<file path="config.mk">
export PLATFORM = sky130hd
export DESIGN_NAME = datagram_transport_engine_unit_flat
export DESIGN_NICKNAME = d
export VERILOG_FILES = /design/src/rtl/core/dteu_pkg.sv /design/src/rtl/core/dteu_if.sv /design/src/rtl/core/dteu_ram.sv /design/src/rtl/core/dteu_dpath.sv /design/src/rtl/core/dteu_ctrl.sv /design/src/rtl/core/datagram_transport_engine_unit.sv /design/src/flat_wrapper.sv
export VERILOG_INCLUDE_DIRS = /design/src /design/src/rtl/core
export SDC_FILE = /design/constraint.sdc
export NUM_CORES = 1
export LEC_CHECK = 0
export BUFFER_PORTS_ARGS = -buffer_cell sky130_fd_sc_hd__buf_4
export CAP_MARGIN = 5
export CORE_MARGIN = 2
export CORE_UTILIZATION = 48
export DETAILED_ROUTE_END_ITERATION = 12
export MAX_ROUTING_LAYER = met4
export PLACE_DENSITY_LB_ADDON = 0.12
export SLEW_MARGIN = 20
export SYNTH_ARGS = -nofsm -noshare
export SYNTH_HDL_FRONTEND = slang
export SYNTH_HIERARCHICAL = 1
export SYNTH_SLANG_ARGS = --single-unit
export TNS_END_PERCENT = 10
</file>
<file path="constraint.sdc">
create_clock -name i_clk -period 13.6 [get_ports i_clk]
set_clock_uncertainty 0.1 [all_clocks]
set_input_delay 1.36 -clock i_clk [delete_from_list [all_inputs] [get_ports i_clk]]
set_output_delay 1.36 -clock i_clk [all_outputs]
set_load 0.02 [all_outputs]
</file>
<file path="src/rtl/core/datagram_transport_engine_unit_defines.svh">
// Assertion helpers used by the controller of the datagram transport engine.
`ifndef DATAGRAM_TRANSPORT_ENGINE_UNIT_DEFINES_SVH
`define DATAGRAM_TRANSPORT_ENGINE_UNIT_DEFINES_SVH

// Checked on every clock edge outside reset.
`define DTEU_ASSERT_CLK(lbl, prop, msg) \
    lbl: assert property (@(posedge i_clk) disable iff (!i_rst_n) prop) else $error(msg);

// Checked on every clock edge, reset included.
`define DTEU_ASSERT_ALWAYS(lbl, prop, msg) \
    lbl: assert property (@(posedge i_clk) prop) else $error(msg);

`endif

</file>
<file path="src/rtl/core/dteu_pkg.sv">
`default_nettype none
package dteu_pkg;

    localparam int DEF_MAX_BYTES = 72;
    localparam int CFG_IDX_W = 4;
    localparam logic [15:0] NAK_CODE_BUF_FULL = 16'h2020;
    localparam logic [15:0] DEF_ACK_TIMEOUT = 16'd2000;

    localparam logic [CFG_IDX_W-1:0] CFG_OWN_NODE_ID = CFG_IDX_W'(0);
    localparam logic [CFG_IDX_W-1:0] CFG_ACK_TIMEOUT = CFG_IDX_W'(1);

    typedef enum logic [2:0] {
        REQ_TICK  = 3'd0,
        REQ_FRAME = 3'd1,
        REQ_ACK   = 3'd2,
        REQ_NAK   = 3'd3,
        REQ_SEND  = 3'd4,
        REQ_OTHER = 3'd5
    } t_req_kind;

    typedef enum logic [3:0] {
        EV_IGNORED   = 4'd0,
        EV_STORED    = 4'd1,
        EV_RX_CHUNK  = 4'd2,
        EV_SEND_ACK  = 4'd3,
        EV_NAK_REJ   = 4'd4,
        EV_NAK_BUSY  = 4'd5,
        EV_TX_TAKEN  = 4'd6,
        EV_TX_BUSY   = 4'd7,
        EV_TX_OK     = 4'd8,
        EV_NAK_RETRY = 4'd9,
        EV_NAK_GIVE  = 4'd10,
        EV_FRAG_PROG = 4'd11,
        EV_ALL_SENT  = 4'd12,
        EV_ABORTED   = 4'd13,
        EV_ACK_TMO   = 4'd14,
        EV_IDLE      = 4'd15
    } t_event;

    typedef enum logic [2:0] {
        S_IDLE,
        S_EVAL,
        S_WR,
        S_RA,
        S_RC,
        S_FIN,
        S_OUT
    } t_state;

    typedef struct packed {
        logic [2:0]  req_type;
        logic [47:0] dest_node;
        logic [47:0] src_node;
        logic [3:0]  frame_len;
        logic [63:0] frame_data;
        logic        is_last;
        logic [15:0] nak_code;
        logic        accept;
        logic [6:0]  tx_length;
        logic [3:0]  sent_count;
    } t_req;

    typedef struct packed {
        t_event      event_res;
        logic [47:0] peer_node;
        logic [15:0] error_code;
        logic [63:0] data_chunk;
        logic [3:0]  chunk_bytes;
        logic        last;
    } t_res;

    typedef struct packed {
        logic capture;
        logic eval_single;
        logic rx_start;
        logic wr_step;
        logic ld_stored;
        logic rd_start;
        logic rd_first;
        logic rd_next;
        logic rd_capture;
        logic ld_final;
    } t_cmd;

    typedef struct packed {
        logic frame_go;
        logic wr_done;
        logic is_last;
        logic nonempty;
        logic rd_more;
        logic chunk_end;
        logic res_last;
    } t_st;

endpackage
`default_nettype wire

</file>
<file path="src/rtl/core/dteu_if.sv">
`default_nettype none
interface dteu_req_if;
    logic        valid;
    logic        ready;
    logic [2:0]  req_type;
    logic [47:0] dest_node;
    logic [47:0] src_node;
    logic [3:0]  frame_len;
    logic [63:0] frame_data;
    logic        is_last;
    logic [15:0] nak_code;
    logic        accept;
    logic [6:0]  tx_length;
    logic [3:0]  sent_count;
    modport source (output valid, req_type, dest_node, src_node, frame_len, frame_data,
                    is_last, nak_code, accept, tx_length, sent_count, input ready);
    modport sink (input valid, req_type, dest_node, src_node, frame_len, frame_data,
                  is_last, nak_code, accept, tx_length, sent_count, output ready);
endinterface

interface dteu_res_if;
    logic        valid;
    logic        ready;
    logic [3:0]  event_res;
    logic [47:0] peer_node;
    logic [15:0] error_code;
    logic [63:0] data_chunk;
    logic [3:0]  chunk_bytes;
    logic [6:0]  tx_offset_out;
    logic        last;
    modport source (output valid, event_res, peer_node, error_code, data_chunk,
                    chunk_bytes, tx_offset_out, last, input ready);
    modport sink (input valid, event_res, peer_node, error_code, data_chunk,
                  chunk_bytes, tx_offset_out, last, output ready);
endinterface

interface dteu_cfg_if;
    logic        valid;
    logic        ready;
    logic [3:0]  index;
    logic [63:0] data;
    modport source (output valid, index, data, input ready);
    modport sink (input valid, index, data, output ready);
endinterface
`default_nettype wire

</file>
<file path="src/rtl/core/dteu_ram.sv">
`default_nettype none
module dteu_ram #(
    parameter int WIDTH = 8,
    parameter int DEPTH = 72
) (
    input  wire logic                     i_clk,
    input  wire logic                     i_we,
    input  wire logic [$clog2(DEPTH)-1:0] i_waddr,
    input  wire logic [WIDTH-1:0]         i_wdata,
    input  wire logic [$clog2(DEPTH)-1:0] i_raddr,
    output      logic [WIDTH-1:0]         o_rdata
);
    logic [WIDTH-1:0] r_mem [DEPTH];

    always_ff @(posedge i_clk) begin
        if (i_we) begin
            r_mem[i_waddr] <= i_wdata;
        end
        o_rdata <= r_mem[i_raddr];
    end
endmodule
`default_nettype wire

</file>
<file path="src/rtl/core/dteu_dpath.sv">
`default_nettype none
module dteu_dpath #(
    parameter int MAX_BYTES = dteu_pkg::DEF_MAX_BYTES
) (
    input  wire logic                    i_clk,
    input  wire logic                    i_rst_n,
    input  wire dteu_pkg::t_req          i_req,
    input  wire logic                    i_cfg_we,
    input  wire logic [dteu_pkg::CFG_IDX_W-1:0] i_cfg_idx,
    input  wire logic [63:0]             i_cfg_data,
    input  wire dteu_pkg::t_cmd          i_cmd,
    output      dteu_pkg::t_st           o_st,
    output      dteu_pkg::t_res          o_res,
    output      logic [6:0]              o_tx_offset
);
    import dteu_pkg::*;

    localparam int CW = $clog2(MAX_BYTES + 1);
    localparam int AW = $clog2(MAX_BYTES);

    t_req        r_req;
    logic [47:0] r_own_id;
    logic [15:0] r_timeout;
    logic        r_rx_free, n_rx_free;
    logic [47:0] r_rx_peer, n_rx_peer;
    logic [CW-1:0] r_rx_count, n_rx_count;
    logic        r_rx_ovf, n_rx_ovf;
    logic        r_tx_free, n_tx_free;
    logic        r_tx_active, n_tx_active;
    logic [6:0]  r_tx_offset, n_tx_offset;
    logic [6:0]  r_tx_total, n_tx_total;
    logic [15:0] r_elapsed, n_elapsed;
    logic [3:0]  r_wr_idx, n_wr_idx;
    logic [CW-1:0] r_rd_ptr, n_rd_ptr;
    logic [2:0]  r_bpos, n_bpos;
    t_res        r_res, n_res;

    logic        addressed;
    logic [3:0]  len8;
    logic [3:0]  sent8;
    logic [15:0] el1;
    logic [7:0]  tx_len_ext;
    logic        room;
    logic        ram_we;
    logic [7:0]  ram_rdata;

    assign addressed  = (r_own_id != 48'd0) && (r_req.dest_node == r_own_id);
    assign len8       = (r_req.frame_len > 4'd8) ? 4'd8 : r_req.frame_len;
    assign sent8      = (r_req.sent_count > 4'd8) ? 4'd8 : r_req.sent_count;
    assign el1        = (r_elapsed == 16'hFFFF) ? r_elapsed : r_elapsed + 16'd1;
    assign tx_len_ext = {1'b0, r_req.tx_length};
    assign room       = r_rx_count < CW'(MAX_BYTES);
    assign ram_we     = i_cmd.wr_step && (r_wr_idx != len8) && room;

    dteu_ram #(.WIDTH(8), .DEPTH(MAX_BYTES)) u_store (
        .i_clk   (i_clk),
        .i_we    (ram_we),
        .i_waddr (r_rx_count[AW-1:0]),
        .i_wdata (r_req.frame_data[8*r_wr_idx[2:0] +: 8]),
        .i_raddr (r_rd_ptr[AW-1:0]),
        .o_rdata (ram_rdata)
    );

    always_comb begin
        n_rx_free   = r_rx_free;
        n_rx_peer   = r_rx_peer;
        n_rx_count  = r_rx_count;
        n_rx_ovf    = r_rx_ovf;
        n_tx_free   = r_tx_free;
        n_tx_active = r_tx_active;
        n_tx_offset = r_tx_offset;
        n_tx_total  = r_tx_total;
        n_elapsed   = r_elapsed;
        n_wr_idx    = r_wr_idx;
        n_rd_ptr    = r_rd_ptr;
        n_bpos      = r_bpos;
        n_res       = r_res;

        if (i_cmd.eval_single) begin
            n_res = '{event_res: EV_IGNORED, peer_node: 48'd0, error_code: 16'd0,
                      data_chunk: 64'd0, chunk_bytes: 4'd0, last: 1'b1};
            unique case (r_req.req_type)
                REQ_TICK: begin
                    n_elapsed = el1;
                    if (r_tx_active) begin
                        if (sent8 == 4'd0 && el1 > r_timeout) begin
                            n_tx_free       = 1'b1;
                            n_tx_active     = 1'b0;
                            n_res.event_res = EV_ABORTED;
                        end else if (8'(r_tx_offset) + 8'(sent8) >= 8'(r_tx_total)) begin
                            n_tx_active     = 1'b0;
                            n_tx_offset     = 7'd0;
                            n_elapsed       = 16'd0;
                            n_res.event_res = EV_ALL_SENT;
                        end else begin
                            n_tx_offset     = r_tx_offset + 7'(sent8);
                            n_res.event_res = EV_FRAG_PROG;
                        end
                    end else if (!r_tx_free && el1 > r_timeout) begin
                        n_tx_free       = 1'b1;
                        n_res.event_res = EV_ACK_TMO;
                    end else begin
                        n_res.event_res = EV_IDLE;
                    end
                end
                REQ_FRAME: begin
                    // A frame that reaches here was either not for us or came
                    // from a second peer while a datagram is being gathered.
                    if (addressed) begin
                        n_res.event_res = EV_NAK_BUSY;
                        n_res.peer_node = r_req.src_node;
                    end
                end
                REQ_ACK: begin
                    if (addressed) begin
                        n_tx_free       = 1'b1;
                        n_tx_active     = 1'b0;
                        n_tx_offset     = 7'd0;
                        n_res.event_res = EV_TX_OK;
                        n_res.peer_node = r_req.src_node;
                    end
                end
                REQ_NAK: begin
                    if (addressed) begin
                        n_tx_offset      = 7'd0;
                        n_res.peer_node  = r_req.src_node;
                        n_res.error_code = r_req.nak_code;
                        if (r_req.nak_code == NAK_CODE_BUF_FULL) begin
                            n_tx_active     = 1'b1;
                            n_res.event_res = EV_NAK_RETRY;
                        end else begin
                            n_tx_active     = 1'b0;
                            n_tx_free       = 1'b1;
                            n_res.event_res = EV_NAK_GIVE;
                        end
                    end
                end
                REQ_SEND: begin
                    if (!r_tx_free) begin
                        n_res.event_res = EV_TX_BUSY;
                    end else begin
                        n_tx_total      = (tx_len_ext > 8'(MAX_BYTES)) ? 7'(MAX_BYTES)
                                                                       : r_req.tx_length;
                        n_tx_free       = 1'b0;
                        n_tx_active     = 1'b1;
                        n_tx_offset     = 7'd0;
                        n_elapsed       = 16'd0;
                        n_res.event_res = EV_TX_TAKEN;
                    end
                end
                default: begin
                    n_res.event_res = EV_IGNORED;
                end
            endcase
        end

        if (i_cmd.rx_start) begin
            n_wr_idx = 4'd0;
            if (r_rx_free) begin
                n_rx_free  = 1'b0;
                n_rx_count = '0;
                n_rx_ovf   = 1'b0;
                n_rx_peer  = r_req.src_node;
            end
        end

        if (i_cmd.wr_step && r_wr_idx != len8) begin
            n_wr_idx = r_wr_idx + 4'd1;
            if (room) begin
                n_rx_count = r_rx_count + CW'(1);
            end else begin
                n_rx_ovf = 1'b1;
            end
        end

        if (i_cmd.ld_stored) begin
            n_res = '{event_res: EV_STORED, peer_node: 48'd0, error_code: 16'd0,
                      data_chunk: 64'd0, chunk_bytes: 4'd0, last: 1'b1};
        end

        if (i_cmd.rd_start) begin
            n_rd_ptr = '0;
        end

        if (i_cmd.rd_first) begin
            n_res = '{event_res: EV_RX_CHUNK, peer_node: 48'd0, error_code: 16'd0,
                      data_chunk: 64'd0, chunk_bytes: 4'd0, last: 1'b0};
            n_bpos   = 3'd0;
            n_rd_ptr = r_rd_ptr + CW'(1);
        end

        if (i_cmd.rd_capture) begin
            n_res.data_chunk[8*r_bpos +: 8] = ram_rdata;
            n_res.chunk_bytes               = 4'(r_bpos) + 4'd1;
            n_bpos                          = r_bpos + 3'd1;
        end

        if (i_cmd.rd_next) begin
            n_rd_ptr = r_rd_ptr + CW'(1);
        end

        if (i_cmd.ld_final) begin
            n_res = '{event_res: (r_req.accept && !r_rx_ovf) ? EV_SEND_ACK : EV_NAK_REJ,
                      peer_node: r_rx_peer, error_code: 16'd0,
                      data_chunk: 64'd0, chunk_bytes: 4'd0, last: 1'b1};
            n_rx_free = 1'b1;
        end
    end

    always_ff @(posedge i_clk) begin
        if (!i_rst_n) begin
            r_own_id    <= 48'd0;
            r_timeout   <= DEF_ACK_TIMEOUT;
            r_rx_free   <= 1'b1;
            r_rx_peer   <= 48'd0;
            r_rx_count  <= '0;
            r_rx_ovf    <= 1'b0;
            r_tx_free   <= 1'b1;
            r_tx_active <= 1'b0;
            r_tx_offset <= 7'd0;
            r_tx_total  <= 7'd0;
            r_elapsed   <= 16'd0;
        end else begin
            if (i_cfg_we && i_cfg_idx == CFG_OWN_NODE_ID) begin
                r_own_id <= i_cfg_data[47:0];
            end
            if (i_cfg_we && i_cfg_idx == CFG_ACK_TIMEOUT) begin
                r_timeout <= i_cfg_data[15:0];
            end
            r_rx_free   <= n_rx_free;
            r_rx_peer   <= n_rx_peer;
            r_rx_count  <= n_rx_count;
            r_rx_ovf    <= n_rx_ovf;
            r_tx_free   <= n_tx_free;
            r_tx_active <= n_tx_active;
            r_tx_offset <= n_tx_offset;
            r_tx_total  <= n_tx_total;
            r_elapsed   <= n_elapsed;
        end
    end

    always_ff @(posedge i_clk) begin
        if (i_cmd.capture) begin
            r_req <= i_req;
        end
        r_wr_idx <= n_wr_idx;
        r_rd_ptr <= n_rd_ptr;
        r_bpos   <= n_bpos;
        r_res    <= n_res;
    end

    assign o_st.frame_go  = (r_req.req_type == REQ_FRAME) && addressed
                            && (r_rx_free || r_req.src_node == r_rx_peer);
    assign o_st.wr_done   = (r_wr_idx == len8);
    assign o_st.is_last   = r_req.is_last;
    assign o_st.nonempty  = (r_rx_count != '0);
    assign o_st.rd_more   = (r_rd_ptr < r_rx_count);
    assign o_st.chunk_end = (r_bpos == 3'd7);
    assign o_st.res_last  = r_res.last;
    assign o_res          = r_res;
    assign o_tx_offset    = r_tx_offset;
endmodule
`default_nettype wire

</file>
<file path="src/rtl/core/dteu_ctrl.sv">
`default_nettype none
`include "datagram_transport_engine_unit_defines.svh"
module dteu_ctrl (
    input  wire logic          i_clk,
    input  wire logic          i_rst_n,
    input  wire logic          i_in_valid,
    output      logic          o_in_ready,
    output      logic          o_out_valid,
    input  wire logic          i_out_ready,
    input  wire dteu_pkg::t_st i_st,
    output      dteu_pkg::t_cmd o_cmd
);
    import dteu_pkg::*;

    t_state r_state, n_state;

    always_comb begin
        n_state = r_state;
        unique case (r_state)
            S_IDLE: if (i_in_valid) n_state = S_EVAL;
            S_EVAL: n_state = i_st.frame_go ? S_WR : S_OUT;
            S_WR: begin
                if (i_st.wr_done) begin
                    n_state = (i_st.is_last && i_st.nonempty) ? S_RA : S_OUT;
                end
            end
            S_RA: n_state = S_RC;
            S_RC: if (!(i_st.rd_more && !i_st.chunk_end)) n_state = S_OUT;
            S_FIN: n_state = S_OUT;
            S_OUT: begin
                if (i_out_ready) begin
                    if (i_st.res_last) begin
                        n_state = S_IDLE;
                    end else if (i_st.rd_more) begin
                        n_state = S_RA;
                    end else begin
                        n_state = S_FIN;
                    end
                end
            end
            default: n_state = S_IDLE;
        endcase
    end

    always_comb begin
        o_cmd       = '0;
        o_in_ready  = 1'b0;
        o_out_valid = 1'b0;
        unique case (r_state)
            S_IDLE: begin
                o_in_ready    = 1'b1;
                o_cmd.capture = i_in_valid;
            end
            S_EVAL: begin
                o_cmd.rx_start    = i_st.frame_go;
                o_cmd.eval_single = !i_st.frame_go;
            end
            S_WR: begin
                if (!i_st.wr_done) begin
                    o_cmd.wr_step = 1'b1;
                end else if (!i_st.is_last) begin
                    o_cmd.ld_stored = 1'b1;
                end else if (i_st.nonempty) begin
                    o_cmd.rd_start = 1'b1;
                end else begin
                    o_cmd.ld_final = 1'b1;
                end
            end
            S_RA: o_cmd.rd_first = 1'b1;
            S_RC: begin
                o_cmd.rd_capture = 1'b1;
                o_cmd.rd_next    = i_st.rd_more && !i_st.chunk_end;
            end
            S_FIN: o_cmd.ld_final = 1'b1;
            S_OUT: o_out_valid = 1'b1;
            default: o_cmd = '0;
        endcase
    end

    always_ff @(posedge i_clk) begin
        if (!i_rst_n) begin
            r_state <= S_IDLE;
        end else begin
            r_state <= n_state;
        end
    end

    `DTEU_ASSERT_CLK(a_take_to_eval, (o_in_ready && i_in_valid) |=> (r_state == S_EVAL), "accepted beat did not start evaluation")
    `DTEU_ASSERT_ALWAYS(a_no_overlap, !(o_in_ready && o_out_valid), "input ready while a result is shown")
    `DTEU_ASSERT_CLK(a_last_to_idle, (o_out_valid && i_out_ready && i_st.res_last) |=> o_in_ready, "final result did not return to idle")
endmodule
`default_nettype wire

</file>
<file path="src/rtl/core/datagram_transport_engine_unit.sv">
// Flow: a request beat is captured while idle, evaluated, and its result is shown until taken;
// a frame first writes its payload into the store byte by byte. A completed datagram reads
// back byte by byte into 8-byte chunks, each shown in turn, then the closing ack or nak.
// Requests are taken one at a time: a new beat is accepted only after the last result of
// the previous one is taken, and the byte-wide store paces frames and datagrams.
// Reset (i_rst_n low, synchronous) frees both sides, clears counters and the node id.
`default_nettype none
module datagram_transport_engine_unit #(
    parameter int MAX_BYTES = dteu_pkg::DEF_MAX_BYTES
) (
    input  wire logic i_clk,
    input  wire logic i_rst_n,
    dteu_req_if.sink   i_in,
    dteu_res_if.source o_out,
    dteu_cfg_if.sink   i_cfg
);
    import dteu_pkg::*;

    // Request beats are captured in the datapath and worked on one at a time.
    // The controller sequences the byte-serial writes into the receive store
    // and the byte-serial read-back that builds each 8-byte chunk.
    // Reset also loads a 2000 tick timeout; the store holds no reset value.
    t_req       req;
    t_cmd       cmd;
    t_st        st;
    t_res       res;
    logic [6:0] tx_offset;

    assign req = '{req_type: i_in.req_type, dest_node: i_in.dest_node,
                   src_node: i_in.src_node, frame_len: i_in.frame_len,
                   frame_data: i_in.frame_data, is_last: i_in.is_last,
                   nak_code: i_in.nak_code, accept: i_in.accept,
                   tx_length: i_in.tx_length, sent_count: i_in.sent_count};

    // Configuration writes are always taken; unknown indexes are dropped.
    assign i_cfg.ready = 1'b1;

    dteu_ctrl u_ctrl (
        .i_clk       (i_clk),
        .i_rst_n     (i_rst_n),
        .i_in_valid  (i_in.valid),
        .o_in_ready  (i_in.ready),
        .o_out_valid (o_out.valid),
        .i_out_ready (o_out.ready),
        .i_st        (st),
        .o_cmd       (cmd)
    );

    dteu_dpath #(.MAX_BYTES(MAX_BYTES)) u_dpath (
        .i_clk       (i_clk),
        .i_rst_n     (i_rst_n),
        .i_req       (req),
        .i_cfg_we    (i_cfg.valid),
        .i_cfg_idx   (i_cfg.index),
        .i_cfg_data  (i_cfg.data),
        .i_cmd       (cmd),
        .o_st        (st),
        .o_res       (res),
        .o_tx_offset (tx_offset)
    );

    // The result register is held while the sink stalls.
    assign o_out.event_res     = res.event_res;
    assign o_out.peer_node     = res.peer_node;
    assign o_out.error_code    = res.error_code;
    assign o_out.data_chunk    = res.data_chunk;
    assign o_out.chunk_bytes   = res.chunk_bytes;
    assign o_out.tx_offset_out = tx_offset;
    assign o_out.last          = res.last;
endmodule
`default_nettype wire
</file>
<file path="src/flat_wrapper.sv">
// flat-port wrapper written by rule: the top's interface ports become plain ports
module datagram_transport_engine_unit_flat import dteu_pkg::*;
#(
    parameter int MAX_BYTES = dteu_pkg::DEF_MAX_BYTES
)
  (i_clk, i_rst_n, i_in_valid, i_in_req_type, i_in_dest_node, i_in_src_node, i_in_frame_len, i_in_frame_data, i_in_is_last, i_in_nak_code, i_in_accept, i_in_tx_length, i_in_sent_count, i_in_ready, o_out_valid, o_out_event_res, o_out_peer_node, o_out_error_code, o_out_data_chunk, o_out_chunk_bytes, o_out_tx_offset_out, o_out_last, o_out_ready, i_cfg_valid, i_cfg_index, i_cfg_data, i_cfg_ready);
  dteu_req_if i_in_i ();
  dteu_res_if o_out_i ();
  dteu_cfg_if i_cfg_i ();
  input  wire logic i_clk;
  input  wire logic i_rst_n;
  input wire logic [$bits(i_in_i.valid)-1:0] i_in_valid;
  input wire logic [$bits(i_in_i.req_type)-1:0] i_in_req_type;
  input wire logic [$bits(i_in_i.dest_node)-1:0] i_in_dest_node;
  input wire logic [$bits(i_in_i.src_node)-1:0] i_in_src_node;
  input wire logic [$bits(i_in_i.frame_len)-1:0] i_in_frame_len;
  input wire logic [$bits(i_in_i.frame_data)-1:0] i_in_frame_data;
  input wire logic [$bits(i_in_i.is_last)-1:0] i_in_is_last;
  input wire logic [$bits(i_in_i.nak_code)-1:0] i_in_nak_code;
  input wire logic [$bits(i_in_i.accept)-1:0] i_in_accept;
  input wire logic [$bits(i_in_i.tx_length)-1:0] i_in_tx_length;
  input wire logic [$bits(i_in_i.sent_count)-1:0] i_in_sent_count;
  output wire logic [$bits(i_in_i.ready)-1:0] i_in_ready;
  output wire logic [$bits(o_out_i.valid)-1:0] o_out_valid;
  output wire logic [$bits(o_out_i.event_res)-1:0] o_out_event_res;
  output wire logic [$bits(o_out_i.peer_node)-1:0] o_out_peer_node;
  output wire logic [$bits(o_out_i.error_code)-1:0] o_out_error_code;
  output wire logic [$bits(o_out_i.data_chunk)-1:0] o_out_data_chunk;
  output wire logic [$bits(o_out_i.chunk_bytes)-1:0] o_out_chunk_bytes;
  output wire logic [$bits(o_out_i.tx_offset_out)-1:0] o_out_tx_offset_out;
  output wire logic [$bits(o_out_i.last)-1:0] o_out_last;
  input wire logic [$bits(o_out_i.ready)-1:0] o_out_ready;
  input wire logic [$bits(i_cfg_i.valid)-1:0] i_cfg_valid;
  input wire logic [$bits(i_cfg_i.index)-1:0] i_cfg_index;
  input wire logic [$bits(i_cfg_i.data)-1:0] i_cfg_data;
  output wire logic [$bits(i_cfg_i.ready)-1:0] i_cfg_ready;
  assign i_in_i.valid = i_in_valid;
  assign i_in_i.req_type = i_in_req_type;
  assign i_in_i.dest_node = i_in_dest_node;
  assign i_in_i.src_node = i_in_src_node;
  assign i_in_i.frame_len = i_in_frame_len;
  assign i_in_i.frame_data = i_in_frame_data;
  assign i_in_i.is_last = i_in_is_last;
  assign i_in_i.nak_code = i_in_nak_code;
  assign i_in_i.accept = i_in_accept;
  assign i_in_i.tx_length = i_in_tx_length;
  assign i_in_i.sent_count = i_in_sent_count;
  assign i_in_ready = i_in_i.ready;
  assign o_out_valid = o_out_i.valid;
  assign o_out_event_res = o_out_i.event_res;
  assign o_out_peer_node = o_out_i.peer_node;
  assign o_out_error_code = o_out_i.error_code;
  assign o_out_data_chunk = o_out_i.data_chunk;
  assign o_out_chunk_bytes = o_out_i.chunk_bytes;
  assign o_out_tx_offset_out = o_out_i.tx_offset_out;
  assign o_out_last = o_out_i.last;
  assign o_out_i.ready = o_out_ready;
  assign i_cfg_i.valid = i_cfg_valid;
  assign i_cfg_i.index = i_cfg_index;
  assign i_cfg_i.data = i_cfg_data;
  assign i_cfg_ready = i_cfg_i.ready;
  datagram_transport_engine_unit #(.MAX_BYTES(MAX_BYTES)) u_core (.i_clk(i_clk), .i_rst_n(i_rst_n), .i_in(i_in_i), .o_out(o_out_i), .i_cfg(i_cfg_i));
endmodule
</file>
==> metrics.cfg <==
[placed_design]
dp.cells = 4372
post-place-ws_ns = 7.91
port_buffers = 398
dp_hpwl_mm = 68.5
routabilityCongestion = 0.877

[drt]
drc = 0
drt_iter0_drc = 2233
drt_pass1_iterations = 6
vias_per_cell = 5.74
wire_per_inst_um = 23.1
wirelength_mm = 106
vias = 26400
detail-route-antenna-nets = 0

[clock_network]
cts_buffer_depth = 3
hold_buffers = 0
cts_tree = done
cts_buffers = 113
cts_resized = 0
clock_latency_ns = 0.68
cts_root_buf = clkbuf_16
clk_pin_slew_worst_paths_ns = 0.06
cts.htree.levels = 3
cts.sinks = 1087
post_cts_buffers = 0

[status]
status = finished clean

[timing]
hold_violations = 0
worst_pin_slew_ns = 1.13
setup_slack_ns = 7.73
timing.fmax_mhz = 170
drv_slew = 0
fin_hold_ws_ns = 0.356
grt_setup_unrepaired = false
final-setup-viol-count = 0
setup-tns-final_ns = 0
post-route-period-util = 0.431
fin_crit_ns = 5.87
timing.slew.headroom = 0.241

[setup_path]
arrival_ns = 6.07
end_kind = flip-flop
path_class = flip-flop to flip-flop
crit_path_frequent_cell = nand4_1
crit_slowest_cell = nor2_1
startpoint_type = flip-flop
cpPeakStageDelay_ns = 0.97
required_ns = 13.81
path_cells = xnor2_1, nand4_1, nand2_1, nor3_1, nand3_1, nand2b_1, inv_1, nand4_1, nor2_1
r2r_cells = 9
worstPathMaxFanout = 20

[synthesis]
synth_top_family_by_area = multiplexers
synth.top_cell.area_share = 0.576
synthTopCellsByCount = 838 x edfxtp_1, 340 x nand2_1, 249 x dfxtp_1, 204 x a21oi_1, 166 x mux4_2
ys_seq_elements = 1087
async_reset_ff_frac = 0
ys_seq_area_frac = 0.690
synthFlopType = edfxtp_1
yosysMostFrequentCell = edfxtp_1
synth_cell_types = 84
synth-edff-count = 838
postSynthAreaPerCell_um2 = 14.9
synth-xor-area-share = 0.0242
synth_compound_area_frac = 0.0596
netlist_instances = 2931
synth_area_leaders = edfxtp_1 58%, dfxtp_1 11%, mux4_2 8.6%
synth-adder-area-share = 0.0125
ys_warn_count = 6
synth_top_cell_by_area = edfxtp_1
synth_fp_nets = 3243
netlist_area_mm2 = 0.0437
synth-simple-area-share = 0.0913
post_synth_mux_area_share = 0.100

[global_routing]
grt_first_pass_wirelength_mm = 160
gr-usage-met1 = 0.305
grt_max_degree = 131
grt_pass1_vias = 26500
overflow = 0
grt_use_met2 = 0.374
grtUsageMet3 = 0.0349
grt_usage = 0.230
grt-busiest-layer = met2
antenna_found_initial = 3

[floorplanning]
floorplan.die.width_um = 306
die_area_mm2 = 0.0935
ios = 416
rows = 110
core-area_mm2 = 0.0901
die_y_um = 306
start_util = 0.485

[cells_and_area]
areaGrowthSynthToFinish_pct = 18.0
fill_cells = 6991
stdcell_count = 4588
utilization = 0.572
layout.nets = 3623
final_layout_size_suffix_gt1_frac = 0.241

[pwr]
p_leak_nw = 17.6
p_per_area_mw_per_mm2 = 179
ir_drop_uv = 128

[hold_path]
holdPathStages = 2
hp-class = flip-flop to flip-flop

[flow_run]
cap_violations = 0

## where the power goes
group | switching (mW) | total (mW) | internal (mW) | leakage (nW)
Sequential | 0.198 | 4.43 | 4.23 | 9.67
Clock | 1.28 | 3.20 | 1.92 | 1.88
Combinational | 1.11 | 1.63 | 0.522 | 6.09
## metal layers
layer	share of wire	vias to the layer above	routed length [µm]
li1	-	12000	-
met1	0.42	13300	44700
met2	0.50	945	52900
met3	0.057	174	6050
met4	0.024	0	2570
met5	0	-	0
## state kept, by name, indices dropped and copies added (netlist names)
| register | count |
|---|---|
| u_core/u_dpath/r_own_id | 48 |
| u_core/u_dpath/r_tx_free | 1 |
| u_core/u_dpath/r_tx_total | 7 |
| u_core/u_dpath/r_wr_idx | 4 |
| u_core/u_dpath/r_rx_ovf | 1 |
| u_core/u_dpath/r_bpos | 3 |
| u_core/u_dpath/o_res | 137 |
| u_core/u_dpath/r_elapsed | 16 |
| u_core/u_ctrl/r_state | 3 |
| u_core/u_dpath/r_req | 195 |
| u_core/u_dpath/o_st | 1 |
| u_core/u_dpath/u_store/o_rdata | 8 |
| u_core/u_dpath/u_store/r_mem | 576 |
| u_core/u_dpath/r_rd_ptr | 7 |
| u_core/u_dpath/r_rx_free | 1 |
| u_core/u_dpath/r_timeout | 16 |
| u_core/u_dpath/o_tx_offset | 7 |
| u_core/u_dpath/r_rx_peer | 48 |
| u_core/u_dpath/r_rx_count | 7 |
| u_core/u_dpath/r_tx_active | 1 |
## layout by cell type, fill, tap and decap left out, types with 6 or more instances in the layout
cell	instances
nor3_1	25
clkinv_1	11
inv_1	44
clkbuf_1	27
xor2_1	59
and3_1	7
nor2b_1	23
dfxtp_1	249
a21o_1	7
o211ai_1	13
ha_1	42
nand4_1	41
a211oi_1	7
mux2_2	24
nand2b_1	24
and2_1	12
nand2_1	339
a21oi_1	204
clkinvlp_4	9
nand3_1	133
buf_4	428
edfxtp_1	838
a221oi_1	10
a22oi_1	16
nor4_1	40
clkbuf_16	115
xnor2_1	62
mux2i_1	31
mux4_2	166
clkinv_2	13
a32oi_1	6
clkbuf_8	15
or3_1	7
nor2_1	145
a22o_1	66
nand3b_1	8
o21ai_0	14
bufinv_16	15
a31oi_1	13
## metrics by stage
| stage | power, mW | instance area [µm²] |
|---|---|---|
| after floorplan | 5.48 | 43700 |
| after global routing | 9.62 | 51600 |
| final | 9.25 | 51600 |
| after CTS | 9.34 | 51600 |
| after global placement | 6.08 | 47700 |
| after detailed placement | 6.15 | 47700 |
## final timing paths
| check | startpoint | endpoint | slack [ns] |
|---|---|---|---|
| max | u_core/u_dpath/r_wr_idx[1] | u_core/u_dpath/u_store/r_mem[23][7] | 7.73 |
| min | u_core/u_dpath/r_timeout[5] | u_core/u_dpath/r_timeout[5] | 0.36 |
| max reg2reg | u_core/u_dpath/r_wr_idx[1] | u_core/u_dpath/u_store/r_mem[23][7] | 7.73 |
| min reg2reg | u_core/u_dpath/r_timeout[5] | u_core/u_dpath/r_timeout[5] | 0.36 |
## cell families after synthesis
kind of cell | count (synthesis)
AO/OA/AOI/OAI | 399
XOR/XNOR | 121
adder cells (fa/ha/maj) | 43
buffers and inverters | 211
flip-flops | 1087
multiplexers | 223
other | 1
AND/OR/NAND/NOR | 846
## final cells by class
class / count / area [µm²] / share of cell area
Sequential cell: 1087 / 30100 / 0.584
Multi-Input combinational cell: 1633 / 12600 / 0.245
Clock buffer: 157 / 3190 / 0.0617
Antenna cell: 3 / 7.51 / 0.000146
Timing Repair Buffer: 430 / 3250 / 0.0631
Clock inverter: 56 / 716 / 0.0139
Inverter: 46 / 175 / 0.00340
Tap cell: 1176 / 1470 / 0.0285
## worst max-delay path, delay by kind of cell (launching register included)
family        cells  cell delay [ns]
flops             1             0.93
buf+inv           1             0.32
xor+xnor          1             0.16
simple gates      7             3.95
Note: power is estimated with default switching activity, not from simulation.
